## src/rtl/core/lbachs_pkg.sv

```systemverilog
// Shared types and constants of the LBA to CHS request converter.
`default_nettype none
package lbachs_pkg;

    // Register indexes of the configuration port
    localparam logic [2:0] CFG_CYLINDERS  = 3'd0;
    localparam logic [2:0] CFG_HEADS      = 3'd1;
    localparam logic [2:0] CFG_SPT        = 3'd2;
    localparam logic [2:0] CFG_PART_START = 3'd3;
    localparam logic [2:0] CFG_PART_SIZE  = 3'd4;
    localparam logic [2:0] CFG_DRIVE      = 3'd5;

    // Result status codes
    localparam logic [1:0] STATUS_OK   = 2'd0;
    localparam logic [1:0] STATUS_PART = 2'd1;
    localparam logic [1:0] STATUS_GEOM = 2'd2;

    // Geometry limits used by the BIOS CHS interface
    localparam logic [10:0] MAX_CYLINDERS = 11'd1024;
    localparam logic [8:0]  MAX_HEADS     = 9'd256;

    // Reset values of the configuration registers
    localparam logic [10:0] RST_CYLINDERS = 11'd1024;
    localparam logic [8:0]  RST_HEADS     = 9'd16;
    localparam logic [5:0]  RST_SPT       = 6'd63;
    localparam logic [7:0]  RST_DRIVE     = 8'd128;

    // Widths of the divider chains
    localparam int ABS_W  = 24;   // absolute LBA below capacity
    localparam int PCYL_W = 14;   // heads * sectors per track
    localparam int SPT_W  = 6;
    localparam int CYL_W  = 10;
    localparam int HEAD_W = 8;

    // Geometry as seen by the datapath, clamped to the CHS limits
    typedef struct packed {
        logic [10:0] cyls;
        logic [8:0]  heads;
        logic [5:0]  spt;
        logic [31:0] part_start;
        logic [31:0] part_size;
    } geom_t;

    // Request fields that ride along the pipeline
    typedef struct packed {
        logic [1:0]  status;
        logic [2:0]  kind;
        logic [7:0]  count;
        logic [15:0] seg;
        logic [15:0] off;
    } req_info_t;

    // Sideband of the cylinder divider chain
    typedef struct packed {
        req_info_t        info;
        logic [SPT_W-1:0] spt;
    } cyl_side_t;

    // Sideband of the head divider chain
    typedef struct packed {
        req_info_t        info;
        logic [CYL_W-1:0] cyl;
    } head_side_t;

endpackage
`default_nettype wire

```

## src/rtl/core/lbachs_div_cell.sv

```systemverilog
// One restoring-division cell: one quotient bit per stage, with valid/ready.
`default_nettype none
module lbachs_div_cell #(
    parameter int RW    = 24,
    parameter int DW    = 14,
    parameter int QW    = 10,
    parameter int SHIFT = 0,
    parameter int SW    = 8
) (
    input  wire logic          clk,
    input  wire logic          rst_n,
    input  wire logic          in_valid,
    output logic               in_ready,
    input  wire logic [RW-1:0] in_rem,
    input  wire logic [DW-1:0] in_div,
    input  wire logic [QW-1:0] in_quot,
    input  wire logic [SW-1:0] in_side,
    output logic               out_valid,
    input  wire logic          out_ready,
    output logic [RW-1:0]      out_rem,
    output logic [DW-1:0]      out_div,
    output logic [QW-1:0]      out_quot,
    output logic [SW-1:0]      out_side
);
    localparam int TW = RW + DW;

    logic          valid_reg;
    logic [RW-1:0] rem_reg,  rem_next;
    logic [DW-1:0] div_reg;
    logic [QW-1:0] quot_reg, quot_next;
    logic [SW-1:0] side_reg;
    logic [TW-1:0] trial;
    logic [TW-1:0] wide_rem;
    logic          fits;

    // Trial subtract of the shifted divisor
    always_comb
    begin
        trial     = TW'(in_div) << SHIFT;
        wide_rem  = TW'(in_rem);
        fits      = (wide_rem >= trial);
        rem_next  = fits ? RW'(wide_rem - trial) : in_rem;
        quot_next = in_quot;
        quot_next[SHIFT] = fits;
    end

    assign in_ready = !valid_reg || out_ready;

    always_ff @(posedge clk or negedge rst_n)
    begin
        if (!rst_n)
        begin
            valid_reg <= 1'b0;
        end
        else if (in_ready)
        begin
            valid_reg <= in_valid;
        end
    end

    always_ff @(posedge clk)
    begin
        if (in_ready && in_valid)
        begin
            rem_reg  <= rem_next;
            div_reg  <= in_div;
            quot_reg <= quot_next;
            side_reg <= in_side;
        end
    end

    assign out_valid = valid_reg;
    assign out_rem   = rem_reg;
    assign out_div   = div_reg;
    assign out_quot  = quot_reg;
    assign out_side  = side_reg;

endmodule
`default_nettype wire

```

## src/rtl/core/lbachs_check.sv

```systemverilog
// Front stages: range checks, absolute address and per-cylinder size.
`default_nettype none
module lbachs_check (
    input  wire logic                          clk,
    input  wire logic                          rst_n,
    input  wire lbachs_pkg::geom_t             geom,
    input  wire logic                          in_valid,
    output logic                               in_ready,
    input  wire logic [2:0]                    kind,
    input  wire logic [31:0]                   block_address,
    input  wire logic [7:0]                    sector_total,
    input  wire logic [15:0]                   buffer_segment,
    input  wire logic [15:0]                   buffer_offset,
    output logic                               out_valid,
    input  wire logic                          out_ready,
    output lbachs_pkg::cyl_side_t              out_side,
    output logic [lbachs_pkg::ABS_W-1:0]       out_abs,
    output logic [lbachs_pkg::PCYL_W-1:0]      out_per_cyl
);
    import lbachs_pkg::*;

    // First stage: sums and per-cylinder product
    logic              a_valid_reg;
    logic              a_ready;
    req_info_t         a_info_reg;
    logic              a_part_fail_reg;
    logic [32:0]       a_abs_reg;
    logic [PCYL_W-1:0] a_per_cyl_reg;
    logic [10:0]       a_cyls_reg;
    logic [5:0]        a_spt_reg;

    logic [32:0]       end_addr;
    logic [14:0]       per_cyl_prod;

    // Second stage: capacity compare
    logic              b_valid_reg;
    cyl_side_t         b_side_reg;
    logic [ABS_W-1:0]  b_abs_reg;
    logic [PCYL_W-1:0] b_per_cyl_reg;

    logic [24:0]       capacity;
    logic [1:0]        status_next;
    req_info_t         b_info_next;

    always_comb
    begin
        end_addr     = {1'b0, block_address} + 33'(sector_total);
        per_cyl_prod = geom.heads * geom.spt;
    end

    assign in_ready = !a_valid_reg || a_ready;

    always_ff @(posedge clk or negedge rst_n)
    begin
        if (!rst_n)
        begin
            a_valid_reg <= 1'b0;
        end
        else if (in_ready)
        begin
            a_valid_reg <= in_valid;
        end
    end

    always_ff @(posedge clk)
    begin
        if (in_ready && in_valid)
        begin
            a_info_reg.status <= STATUS_OK;
            a_info_reg.kind   <= kind;
            a_info_reg.count  <= sector_total;
            a_info_reg.seg    <= buffer_segment;
            a_info_reg.off    <= buffer_offset;
            a_part_fail_reg   <= (end_addr > {1'b0, geom.part_size});
            a_abs_reg         <= {1'b0, block_address} + {1'b0, geom.part_start};
            a_per_cyl_reg     <= per_cyl_prod[PCYL_W-1:0];
            a_cyls_reg        <= geom.cyls;
            a_spt_reg         <= geom.spt;
        end
    end

    always_comb
    begin
        capacity = a_cyls_reg * a_per_cyl_reg;
        if (a_part_fail_reg)
        begin
            status_next = STATUS_PART;
        end
        else if ((capacity == 25'd0) || (a_abs_reg >= 33'(capacity)))
        begin
            status_next = STATUS_GEOM;
        end
        else
        begin
            status_next = STATUS_OK;
        end
        b_info_next        = a_info_reg;
        b_info_next.status = status_next;
    end

    assign a_ready = !b_valid_reg || out_ready;

    always_ff @(posedge clk or negedge rst_n)
    begin
        if (!rst_n)
        begin
            b_valid_reg <= 1'b0;
        end
        else if (a_ready)
        begin
            b_valid_reg <= a_valid_reg;
        end
    end

    always_ff @(posedge clk)
    begin
        if (a_ready && a_valid_reg)
        begin
            b_side_reg.info <= b_info_next;
            b_side_reg.spt  <= a_spt_reg;
            b_abs_reg       <= a_abs_reg[ABS_W-1:0];
            b_per_cyl_reg   <= a_per_cyl_reg;
        end
    end

    assign out_valid   = b_valid_reg;
    assign out_side    = b_side_reg;
    assign out_abs     = b_abs_reg;
    assign out_per_cyl = b_per_cyl_reg;

endmodule
`default_nettype wire

```

## src/rtl/core/lba_to_chs_int13_request.sv

```systemverilog
// LBA to CHS converter. Throughput one request per cycle while the response
// side accepts; two check stages, ten cylinder divider cells (one quotient
// bit each), eight head divider cells and an output register.
// Reset: pipeline empties; geometry 1024/16/63, partition start and size 0,
// drive 0x80.
`default_nettype none
module lba_to_chs_int13_request (
    input  wire logic        clk,
    input  wire logic        rst_n,
    // configuration write port
    input  wire logic        cfg_we,
    input  wire logic [2:0]  cfg_index,
    input  wire logic [31:0] cfg_data,
    // request channel
    input  wire logic        req_valid,
    output logic             req_ready,
    input  wire logic [2:0]  kind,
    input  wire logic [31:0] block_address,
    input  wire logic [7:0]  sector_total,
    input  wire logic [15:0] buffer_segment,
    input  wire logic [15:0] buffer_offset,
    // response channel
    output logic             rsp_valid,
    input  wire logic        rsp_ready,
    output logic [1:0]       status,
    output logic [9:0]       cylinder,
    output logic [7:0]       head,
    output logic [5:0]       sector,
    output logic [15:0]      reg_ax,
    output logic [15:0]      reg_cx,
    output logic [15:0]      reg_dx,
    output logic [15:0]      reg_es,
    output logic [15:0]      reg_bx
);
    import lbachs_pkg::*;

    // ------------------------------------------------------------------
    // Configuration registers
    // ------------------------------------------------------------------
    logic [10:0] cyl_count_reg;
    logic [8:0]  head_count_reg;
    logic [5:0]  spt_reg;
    logic [31:0] part_start_reg;
    logic [31:0] part_size_reg;
    logic [7:0]  drive_reg;
    geom_t       geom;

    always_ff @(posedge clk or negedge rst_n)
    begin
        if (!rst_n)
        begin
            cyl_count_reg  <= RST_CYLINDERS;
            head_count_reg <= RST_HEADS;
            spt_reg        <= RST_SPT;
            part_start_reg <= '0;
            part_size_reg  <= '0;
            drive_reg      <= RST_DRIVE;
        end
        else if (cfg_we)
        begin
            case (cfg_index)
                CFG_CYLINDERS:  cyl_count_reg  <= cfg_data[10:0];
                CFG_HEADS:      head_count_reg <= cfg_data[8:0];
                CFG_SPT:        spt_reg        <= cfg_data[5:0];
                CFG_PART_START: part_start_reg <= cfg_data;
                CFG_PART_SIZE:  part_size_reg  <= cfg_data;
                CFG_DRIVE:      drive_reg      <= cfg_data[7:0];
                default:        ;   // drop writes to unused indexes
            endcase
        end
    end

    // Clamp oversized geometry so cylinder and head always fit their fields
    always_comb
    begin
        geom.cyls       = (cyl_count_reg > MAX_CYLINDERS) ? MAX_CYLINDERS : cyl_count_reg;
        geom.heads      = (head_count_reg > MAX_HEADS) ? MAX_HEADS : head_count_reg;
        geom.spt        = spt_reg;
        geom.part_start = part_start_reg;
        geom.part_size  = part_size_reg;
    end

    // ------------------------------------------------------------------
    // Front: partition check, absolute address, capacity check
    // ------------------------------------------------------------------
    logic              c_valid [0:CYL_W];
    logic              c_ready [0:CYL_W];
    logic [ABS_W-1:0]  c_rem   [0:CYL_W];
    logic [PCYL_W-1:0] c_div   [0:CYL_W];
    logic [CYL_W-1:0]  c_quot  [0:CYL_W];
    cyl_side_t         c_side  [0:CYL_W];

    lbachs_check u_check (
        .clk            (clk),
        .rst_n          (rst_n),
        .geom           (geom),
        .in_valid       (req_valid),
        .in_ready       (req_ready),
        .kind           (kind),
        .block_address  (block_address),
        .sector_total   (sector_total),
        .buffer_segment (buffer_segment),
        .buffer_offset  (buffer_offset),
        .out_valid      (c_valid[0]),
        .out_ready      (c_ready[0]),
        .out_side       (c_side[0]),
        .out_abs        (c_rem[0]),
        .out_per_cyl    (c_div[0])
    );

    assign c_quot[0] = '0;

    // ------------------------------------------------------------------
    // Cylinder chain: abs / (heads * spt), most significant bit first.
    // The capacity check guarantees the quotient fits ten bits.
    // ------------------------------------------------------------------
    for (genvar i = 0; i < CYL_W; i++)
    begin : g_cyl
        lbachs_div_cell #(
            .RW    (ABS_W),
            .DW    (PCYL_W),
            .QW    (CYL_W),
            .SHIFT (CYL_W - 1 - i),
            .SW    ($bits(cyl_side_t))
        ) u_cell (
            .clk       (clk),
            .rst_n     (rst_n),
            .in_valid  (c_valid[i]),
            .in_ready  (c_ready[i]),
            .in_rem    (c_rem[i]),
            .in_div    (c_div[i]),
            .in_quot   (c_quot[i]),
            .in_side   (c_side[i]),
            .out_valid (c_valid[i+1]),
            .out_ready (c_ready[i+1]),
            .out_rem   (c_rem[i+1]),
            .out_div   (c_div[i+1]),
            .out_quot  (c_quot[i+1]),
            .out_side  (c_side[i+1])
        );
    end

    // ------------------------------------------------------------------
    // Head chain: remainder / spt; the final remainder is the sector index.
    // ------------------------------------------------------------------
    logic              h_valid [0:HEAD_W];
    logic              h_ready [0:HEAD_W];
    logic [PCYL_W-1:0] h_rem   [0:HEAD_W];
    logic [SPT_W-1:0]  h_div   [0:HEAD_W];
    logic [HEAD_W-1:0] h_quot  [0:HEAD_W];
    head_side_t        h_side  [0:HEAD_W];

    // Hand the cylinder quotient over into the head chain sideband
    assign h_valid[0]     = c_valid[CYL_W];
    assign c_ready[CYL_W] = h_ready[0];
    assign h_rem[0]       = c_rem[CYL_W][PCYL_W-1:0];
    assign h_div[0]       = c_side[CYL_W].spt;
    assign h_quot[0]      = '0;
    assign h_side[0].info = c_side[CYL_W].info;
    assign h_side[0].cyl  = c_quot[CYL_W];

    for (genvar j = 0; j < HEAD_W; j++)
    begin : g_head
        lbachs_div_cell #(
            .RW    (PCYL_W),
            .DW    (SPT_W),
            .QW    (HEAD_W),
            .SHIFT (HEAD_W - 1 - j),
            .SW    ($bits(head_side_t))
        ) u_cell (
            .clk       (clk),
            .rst_n     (rst_n),
            .in_valid  (h_valid[j]),
            .in_ready  (h_ready[j]),
            .in_rem    (h_rem[j]),
            .in_div    (h_div[j]),
            .in_quot   (h_quot[j]),
            .in_side   (h_side[j]),
            .out_valid (h_valid[j+1]),
            .out_ready (h_ready[j+1]),
            .out_rem   (h_rem[j+1]),
            .out_div   (h_div[j+1]),
            .out_quot  (h_quot[j+1]),
            .out_side  (h_side[j+1])
        );
    end

    // ------------------------------------------------------------------
    // Output register: pack the INT 13h register image, zero on failure
    // ------------------------------------------------------------------
    logic        out_valid_reg;
    logic        out_load;
    logic        pass;
    req_info_t   fin_info;
    logic [9:0]  fin_cyl;
    logic [7:0]  fin_head;
    logic [5:0]  fin_sec;

    logic [1:0]  status_reg;
    logic [9:0]  cylinder_reg,  cylinder_next;
    logic [7:0]  head_reg,      head_next;
    logic [5:0]  sector_reg,    sector_next;
    logic [15:0] reg_ax_reg,    reg_ax_next;
    logic [15:0] reg_cx_reg,    reg_cx_next;
    logic [15:0] reg_dx_reg,    reg_dx_next;
    logic [15:0] reg_es_reg,    reg_es_next;
    logic [15:0] reg_bx_reg,    reg_bx_next;

    always_comb
    begin
        fin_info = h_side[HEAD_W].info;
        fin_cyl  = h_side[HEAD_W].cyl;
        fin_head = h_quot[HEAD_W];
        fin_sec  = h_rem[HEAD_W][SPT_W-1:0] + 6'd1;
        pass     = (fin_info.status == STATUS_OK);

        cylinder_next = pass ? fin_cyl  : '0;
        head_next     = pass ? fin_head : '0;
        sector_next   = pass ? fin_sec  : '0;
        reg_ax_next   = pass ? {5'd0, fin_info.kind, fin_info.count} : '0;
        reg_cx_next   = pass ? {fin_cyl[7:0], fin_cyl[9:8], fin_sec} : '0;
        reg_dx_next   = pass ? {fin_head, drive_reg} : '0;
        reg_es_next   = pass ? fin_info.seg : '0;
        reg_bx_next   = pass ? fin_info.off : '0;
    end

    // Advance the last cell whenever the output register is free or draining
    assign h_ready[HEAD_W] = !out_valid_reg || rsp_ready;
    assign out_load        = h_ready[HEAD_W] && h_valid[HEAD_W];

    always_ff @(posedge clk or negedge rst_n)
    begin
        if (!rst_n)
        begin
            out_valid_reg <= 1'b0;
        end
        else if (h_ready[HEAD_W])
        begin
            out_valid_reg <= h_valid[HEAD_W];
        end
    end

    always_ff @(posedge clk)
    begin
        if (out_load)
        begin
            status_reg   <= fin_info.status;
            cylinder_reg <= cylinder_next;
            head_reg     <= head_next;
            sector_reg   <= sector_next;
            reg_ax_reg   <= reg_ax_next;
            reg_cx_reg   <= reg_cx_next;
            reg_dx_reg   <= reg_dx_next;
            reg_es_reg   <= reg_es_next;
            reg_bx_reg   <= reg_bx_next;
        end
    end

    assign rsp_valid = out_valid_reg;
    assign status    = status_reg;
    assign cylinder  = cylinder_reg;
    assign head      = head_reg;
    assign sector    = sector_reg;
    assign reg_ax    = reg_ax_reg;
    assign reg_cx    = reg_cx_reg;
    assign reg_dx    = reg_dx_reg;
    assign reg_es    = reg_es_reg;
    assign reg_bx    = reg_bx_reg;

endmodule
`default_nettype wire

```

## config.mk

```make
export PLATFORM = sky130hd
export DESIGN_NAME = lba_to_chs_int13_request
export DESIGN_NICKNAME = d
export VERILOG_FILES = /design/src/rtl/core/lbachs_pkg.sv /design/src/rtl/core/lbachs_div_cell.sv /design/src/rtl/core/lbachs_check.sv /design/src/rtl/core/lba_to_chs_int13_request.sv
export SDC_FILE = /design/constraint.sdc
export NUM_CORES = 2
export LEC_CHECK = 0
export ABC_AREA = 1
export BUFFER_PORTS_ARGS = -buffer_cell sky130_fd_sc_hd__buf_4
export CORE_MARGIN = 3
export CORE_UTILIZATION = 37
export CTS_CLUSTER_DIAMETER = 80
export DETAILED_ROUTE_END_ITERATION = 10
export PLACE_DENSITY = 0.49
export SLEW_MARGIN = 20
export SYNTH_ARGS = -nofsm -noshare
export SYNTH_HDL_FRONTEND = slang
export SYNTH_HIERARCHICAL = 1
export SYNTH_SLANG_ARGS = --single-unit
export TNS_END_PERCENT = 10
```

## constraint.sdc

```tcl
create_clock -name clk -period 12.3 [get_ports clk]
set_input_delay 2.46 -clock clk [delete_from_list [all_inputs] [get_ports clk]]
set_output_delay 2.46 -clock clk [all_outputs]
set_load 0.01 [all_outputs]
```

Yosys cells after proc, flatten, opt, wreduce, memory -nomap -nowiden:

Index checks and enable logic that the tools add are counted.

* flip-flop bits (word level): 1965
* input bits: 115
* output and inout bits: 108
* logic and storage cells: 267

* add/sub/neg operators: 21
* $mul: 2
* $lt $le $gt $ge: 22
* eq/ne operators: 5
* mux-type cells: 20
* reduce and logical (&&, ||, !) cells: 73

Operators by type and width (number)
* $mux 24: 9
* $mux 14: 8
* $add 32x32->33: 1
* $add 32x8->33: 1
* $ge 33x25->1: 1
* $gt 33x32->1: 1
* $logic_not 25->1: 1
* $mul 11x14->25: 1
* $ge 24x14->1: 1
* $ge 24x15->1: 1
* $ge 24x16->1: 1
* $ge 24x17->1: 1
* $ge 24x18->1: 1
* $ge 24x19->1: 1
* $ge 24x20->1: 1
* $ge 24x21->1: 1
* $ge 24x22->1: 1
* $ge 24x23->1: 1
* $sub 24x15->24: 1
* $sub 24x16->24: 1
* $sub 24x17->24: 1
* $sub 24x18->24: 1
* $sub 24x19->24: 1
* $sub 24x20->24: 1
* 36 further kinds: 104

Depth between registers and ports, before layout:

* depth after elaboration: 23
* mapped depth: 42
* gate-level depth less buffers: 42

By module:

Netlist, hierarchy kept.

By module, submodules not included
* lbachs_check: instances 1, cells each 1958, area an instance 17486.8 µm², seq. area each 5965.7 µm²
* lba_to_chs_int13_request: instances 1, cells each 691, area an instance 7489.7 µm², seq. area each 4800.9 µm²
* lbachs_div_cell (g_cyl[9].u_cell): instances 1, cells each 449, area an instance 4673.2 µm², seq. area each 2997.9 µm²
* lbachs_div_cell (g_cyl[8].u_cell): instances 1, cells each 416, area an instance 4631.9 µm², seq. area each 2997.9 µm²
* lbachs_div_cell (g_cyl[6].u_cell): instances 1, cells each 422, area an instance 4571.9 µm², seq. area each 2997.9 µm²
* lbachs_div_cell (g_cyl[7].u_cell): instances 1, cells each 411, area an instance 4536.9 µm², seq. area each 2997.9 µm²
* lbachs_div_cell (g_cyl[5].u_cell): instances 1, cells each 412, area an instance 4535.6 µm², seq. area each 2997.9 µm²
* lbachs_div_cell (g_cyl[2].u_cell): instances 1, cells each 398, area an instance 4435.5 µm², seq. area each 2997.9 µm²
* lbachs_div_cell (g_cyl[4].u_cell): instances 1, cells each 377, area an instance 4383.0 µm², seq. area each 2997.9 µm²
* lbachs_div_cell (g_cyl[3].u_cell): instances 1, cells each 353, area an instance 4337.9 µm², seq. area each 2997.9 µm²
* lbachs_div_cell (g_cyl[0].u_cell): instances 1, cells each 355, area an instance 4285.4 µm², seq. area each 2997.9 µm²
* lbachs_div_cell (g_cyl[1].u_cell): instances 1, cells each 358, area an instance 4280.4 µm², seq. area each 2997.9 µm²
* lbachs_div_cell (g_head[7].u_cell): instances 1, cells each 237, area an instance 3314.4 µm², seq. area each 2517.4 µm²
* lbachs_div_cell (g_head[6].u_cell): instances 1, cells each 245, area an instance 3291.9 µm², seq. area each 2517.4 µm²
* +6 rows

Worst setup path before layout:

OpenSTA, ideal clock, no wires.

* kind: input -> register
* from: input rsp_ready
* to: register g_cyl[0].u_cell.div_reg[0], enable pin
* library setup time: 589 ps
* arrival: 9187 ps
* required time: 11711 ps
* slack: 2524 ps
* cell stages on the path: 38
* buffers on the path: 0
* path through: inv_1 -> nand2_1 -> inv_1 -> nand2_1 -> inv_1 -> nand2_1 -> inv_1 -> nand2_1 -> inv_1 -> nand2_1 -> inv_1 -> nand2_1 -> inv_1 -> nand2_1 -> inv_1 -> nand2_1 -> inv_1 -> nand2_1 -> [2 not listed] -> inv_1 -> nand2_1 -> inv_1 -> nand2_1 -> inv_1 -> nand2_1 -> inv_1 -> nand2_1 -> inv_1 -> nand2_1 -> inv_1 -> nand2_1 -> inv_1 -> nand2_1 -> inv_1 -> nand2_1 -> inv_1 -> a21oi_1

RTL lines
* start: declaration: line lba_to_chs_int13_request.sv:24 `input wire logic rsp_ready,`
* end signal: assignment: line lbachs_div_cell.sv:66 `div_reg <= in_div;`
* end: declaration: line lbachs_div_cell.sv:29 `logic [DW-1:0] div_reg;`

==> metrics.txt <==
# TYPE chip_impl_metric gauge
chip_impl_metric{name="drt_iter0_markers",unit=""} 3095
chip_impl_metric{name="sequential_cell_area",unit="um^2"} 57600
chip_impl_metric{name="maxSlewHeadroom",unit="%"} 30.9
chip_impl_metric{name="regToRegSetupSlack",unit="ps"} 5960
chip_impl_metric{name="slowest_delay",unit="ps"} 190
chip_impl_metric{name="drv.max_cap_violation_count",unit=""} 0
chip_impl_metric{name="peakVddDrop",unit="uV"} 347
chip_impl_metric{name="drt-total-wl",unit="mm"} 201
chip_impl_info{name="worst_setup_path_start_kind",value="input pin"} 1
chip_impl_metric{name="cts_setup_buffers",unit=""} 0
chip_impl_metric{name="layout.filler_cells",unit=""} 23100
chip_impl_info{name="holdCritPathClass",value="flip-flop to flip-flop"} 1
chip_impl_metric{name="synthesis.area_per_instance",unit="um^2"} 11.3
chip_impl_info{name="end_kind",value="primary output"} 1
chip_impl_metric{name="buffer_ports.inserted",unit=""} 217
chip_impl_metric{name="drt-wirelength-per-cell",unit="um"} 17.1
chip_impl_metric{name="layout_worst_path_cycle_share",unit="%"} 77.0
chip_impl_metric{name="post-place-cells",unit=""} 11400
chip_impl_info{name="final_common_cell",value="sky130_fd_sc_hd__nand2_1"} 1
chip_impl_metric{name="antenna_found_initial",unit=""} 6
chip_impl_metric{name="largest_register_ffs",unit=""} 510
chip_impl_metric{name="detail_route.vias_per_cell",unit=""} 4.58
chip_impl_metric{name="die_area",unit="um^2"} 252000
chip_impl_metric{name="clock-skew-final",unit="ps"} 94.7
chip_impl_metric{name="first_global_vias",unit=""} 54900
chip_impl_info{name="layout_common_cells",value="2133 x sky130_fd_sc_hd__nand2_1, 1817 x sky130_fd_sc_hd__edfxtp_1, 1350 x sky130_fd_sc_hd__inv_1, 508 x sky130_fd_sc_hd__nor2_1, 371 x sky130_fd_sc_hd__ha_1"} 1
chip_impl_metric{name="netlist_area",unit="um^2"} 91100
chip_impl_metric{name="overflow",unit=""} 0
chip_impl_metric{name="power.share.clock",unit="%"} 21.5
chip_impl_metric{name="iteration_count_of_the_initial_detailed_routing_pass",unit=""} 6
chip_impl_metric{name="p_comb_share",unit="%"} 42.0
chip_impl_metric{name="finish.instance_area",unit="um^2"} 103000
chip_impl_metric{name="core-area",unit="um^2"} 244000
chip_impl_info{name="worst_path_most_repeated_cell",value="sky130_fd_sc_hd__inv_1"} 1
chip_impl_metric{name="setup-violations-final",unit=""} 0
chip_impl_metric{name="cts_buffers",unit=""} 210
chip_impl_metric{name="htreeDepth",unit=""} 4
chip_impl_metric{name="critPathArrivalTime",unit="ps"} 7010
chip_impl_info{name="setup.worst_path.class",value="input pin to primary output"} 1
chip_impl_metric{name="clk_pin_slew",unit="ps"} 60
chip_impl_metric{name="netSwitchingPower",unit="mW"} 11.6
chip_impl_metric{name="cp_data_required_time",unit="ps"} 9840
chip_impl_info{name="critPathCapture",value="req_ready"} 1
chip_impl_metric{name="floorplan.die.height",unit="um"} 502
chip_impl_metric{name="io_pins",unit=""} 223
chip_impl_metric{name="drive_gt1_share",unit="%"} 12.1
chip_impl_metric{name="cts.repair.resized",unit=""} 0
chip_impl_metric{name="detailedPlacementHpwl",unit="mm"} 154
chip_impl_metric{name="grt_max_degree",unit=""} 74
chip_impl_metric{name="clock_insertion_delay_worst_skew",unit="ps"} 870
chip_impl_metric{name="grt_usage",unit="%"} 16.0
chip_impl_metric{name="worst_pin_slew",unit="ps"} 1030
chip_impl_metric{name="clockBufferDepth",unit=""} 3
chip_impl_info{name="tritoncts",value="yes"} 1
chip_impl_metric{name="power_density",unit="nW/um^2"} 281
chip_impl_metric{name="ctsHoldBuffers",unit=""} 0
chip_impl_metric{name="clock_sink_count",unit=""} 1936
chip_impl_info{name="clock_tree.root_cell",value="sky130_fd_sc_hd__clkbuf_16"} 1
chip_impl_metric{name="dr_total_vias",unit=""} 54000
chip_impl_info{name="run_status",value="finished, final reports clean"} 1
chip_impl_metric{name="p_leak",unit="nW"} 44.3
chip_impl_metric{name="initial_core_util",unit="%"} 37.3
chip_impl_metric{name="area_growth_syn_to_layout",unit="%"} 13.5
chip_impl_info{name="regToRegEndpoint",value="u_check/out_side[50]"} 1
chip_impl_metric{name="fp-row-count",unit=""} 181
chip_impl_metric{name="synthesis.instances",unit=""} 8043
chip_impl_info{name="crit-reg2reg-launch",value="u_check/a_per_cyl_reg[0]"} 1
chip_impl_metric{name="fmaxAchievable",unit="MHz"} 106
chip_impl_metric{name="drc_errors",unit=""} 0
chip_impl_metric{name="floorplan.die.width",unit="um"} 502
chip_impl_metric{name="hold_viol_final",unit=""} 0
chip_impl_metric{name="internal_power",unit="mW"} 17.5
chip_impl_metric{name="final_cells",unit=""} 11800
chip_impl_metric{name="slew_violations",unit=""} 0
chip_impl_metric{name="setup_total_negative_slack",unit="ps"} 0
chip_impl_metric{name="worstPathMaxFanout",unit=""} 3
chip_impl_metric{name="detailed_place.area",unit="um^2"} 96300
chip_impl_metric{name="gpl.final_weighted_congestion",unit=""} 0.870
chip_impl_metric{name="rr_worst_depth",unit=""} 25
chip_impl_metric{name="postRouteAntennaNets",unit=""} 0
chip_impl_info{name="worstSetupStartpoint",value="rsp_ready"} 1
chip_impl_metric{name="flop_pwr_share",unit="%"} 36.4
chip_impl_metric{name="area_of_combinational_cells_with_multiple_inputs",unit="um^2"} 27600
chip_impl_info{name="grt_setup_unrepaired",value="no"} 1
chip_impl_info{name="crit_path_top_delay_cell",value="sky130_fd_sc_hd__buf_4"} 1
chip_impl_metric{name="final.min_clock_period",unit="ps"} 9470
chip_impl_metric{name="grt_pass1_wl",unit="mm"} 315
chip_impl_metric{name="switching_part_of_the_total_power",unit="%"} 39.9
chip_impl_metric{name="num-nets-final",unit=""} 9038
chip_impl_metric{name="synthesis.yosys.warnings",unit=""} 6
routing by layer:
| layer | vias up | share of wire (%) | GRT usage [%] |
|---|---|---|---|
| li1 | 27100 | - | - |
| met1 | 25600 | 43 | 20.4 |
| met2 | 967 | 50 | 28.3 |
| met3 | 299 | 3.6 | 2.32 |
| met4 | 0 | 2.7 | 4.67 |
| met5 | - | 0 | 0 |
area by class of cell:
type,count,share of cell area [%]
well taps,3202,3.87
repair buffers,254,1.85
multi-input cells,4590,26.6
inverters,1405,5.13
flip-flops and latches,1936,55.7
diodes,3,0.00726
clock buffers,264,5.40
clock inverters,129,1.44
power by group through the flow:
stage	Clock [mW]	Sequential, mW	Combinational, mW
after global routing	6.76	10.8	14.1
after CTS	6.49	10.7	12.4
after detailed placement	0	10.8	12.3
after floorplan	0	10.3	9.21
final	6.26	10.6	12.2
after global placement	0	10.8	12.2
worst min-delay path by stage:
stage	startpoint	endpoint	slack (ps)	cells past startpoint
2_1_floorplan	u_check/out_side[0]	g_cyl[0].u_cell/out_side[0]	400	0
3_3_place_gp	g_head[5].u_cell/out_side[6]	g_head[6].u_cell/out_side[6]	400	0
3_5_place_dp	u_check/out_side[26]	g_cyl[0].u_cell/out_side[26]	400	0
4_1_cts	u_check/out_side[34]	g_cyl[0].u_cell/out_side[34]	350	0
5_1_grt	u_check/a_info_reg[8]	u_check/out_side[14]	360	0
6_report	u_check/out_side[34]	g_cyl[0].u_cell/out_side[34]	350	0
worst max-delay path: cells and delay by family:
family                 cells  cell delay (ps)
buffers and inverters     22             2680
and+or+nand+nor           20             1870
metrics by stage:
| step | power [mW] | hold WS [ps] | utilization [%] | worst slack (ps) |
|---|---|---|---|---|
| floorplan | 19.5 | 400 | - | 2890 |
| global placement | 23.0 | 401 | 39.5 | 2630 |
| detailed placement | 23.1 | 405 | 39.5 | 2740 |
| CTS | 29.6 | 347 | 42.4 | 2710 |
| global route | 31.6 | 356 | 42.4 | 2140 |
| finish | 29.1 | 352 | 42.4 | 2830 |
No activity file was read; power rests on OpenSTA's default activity.
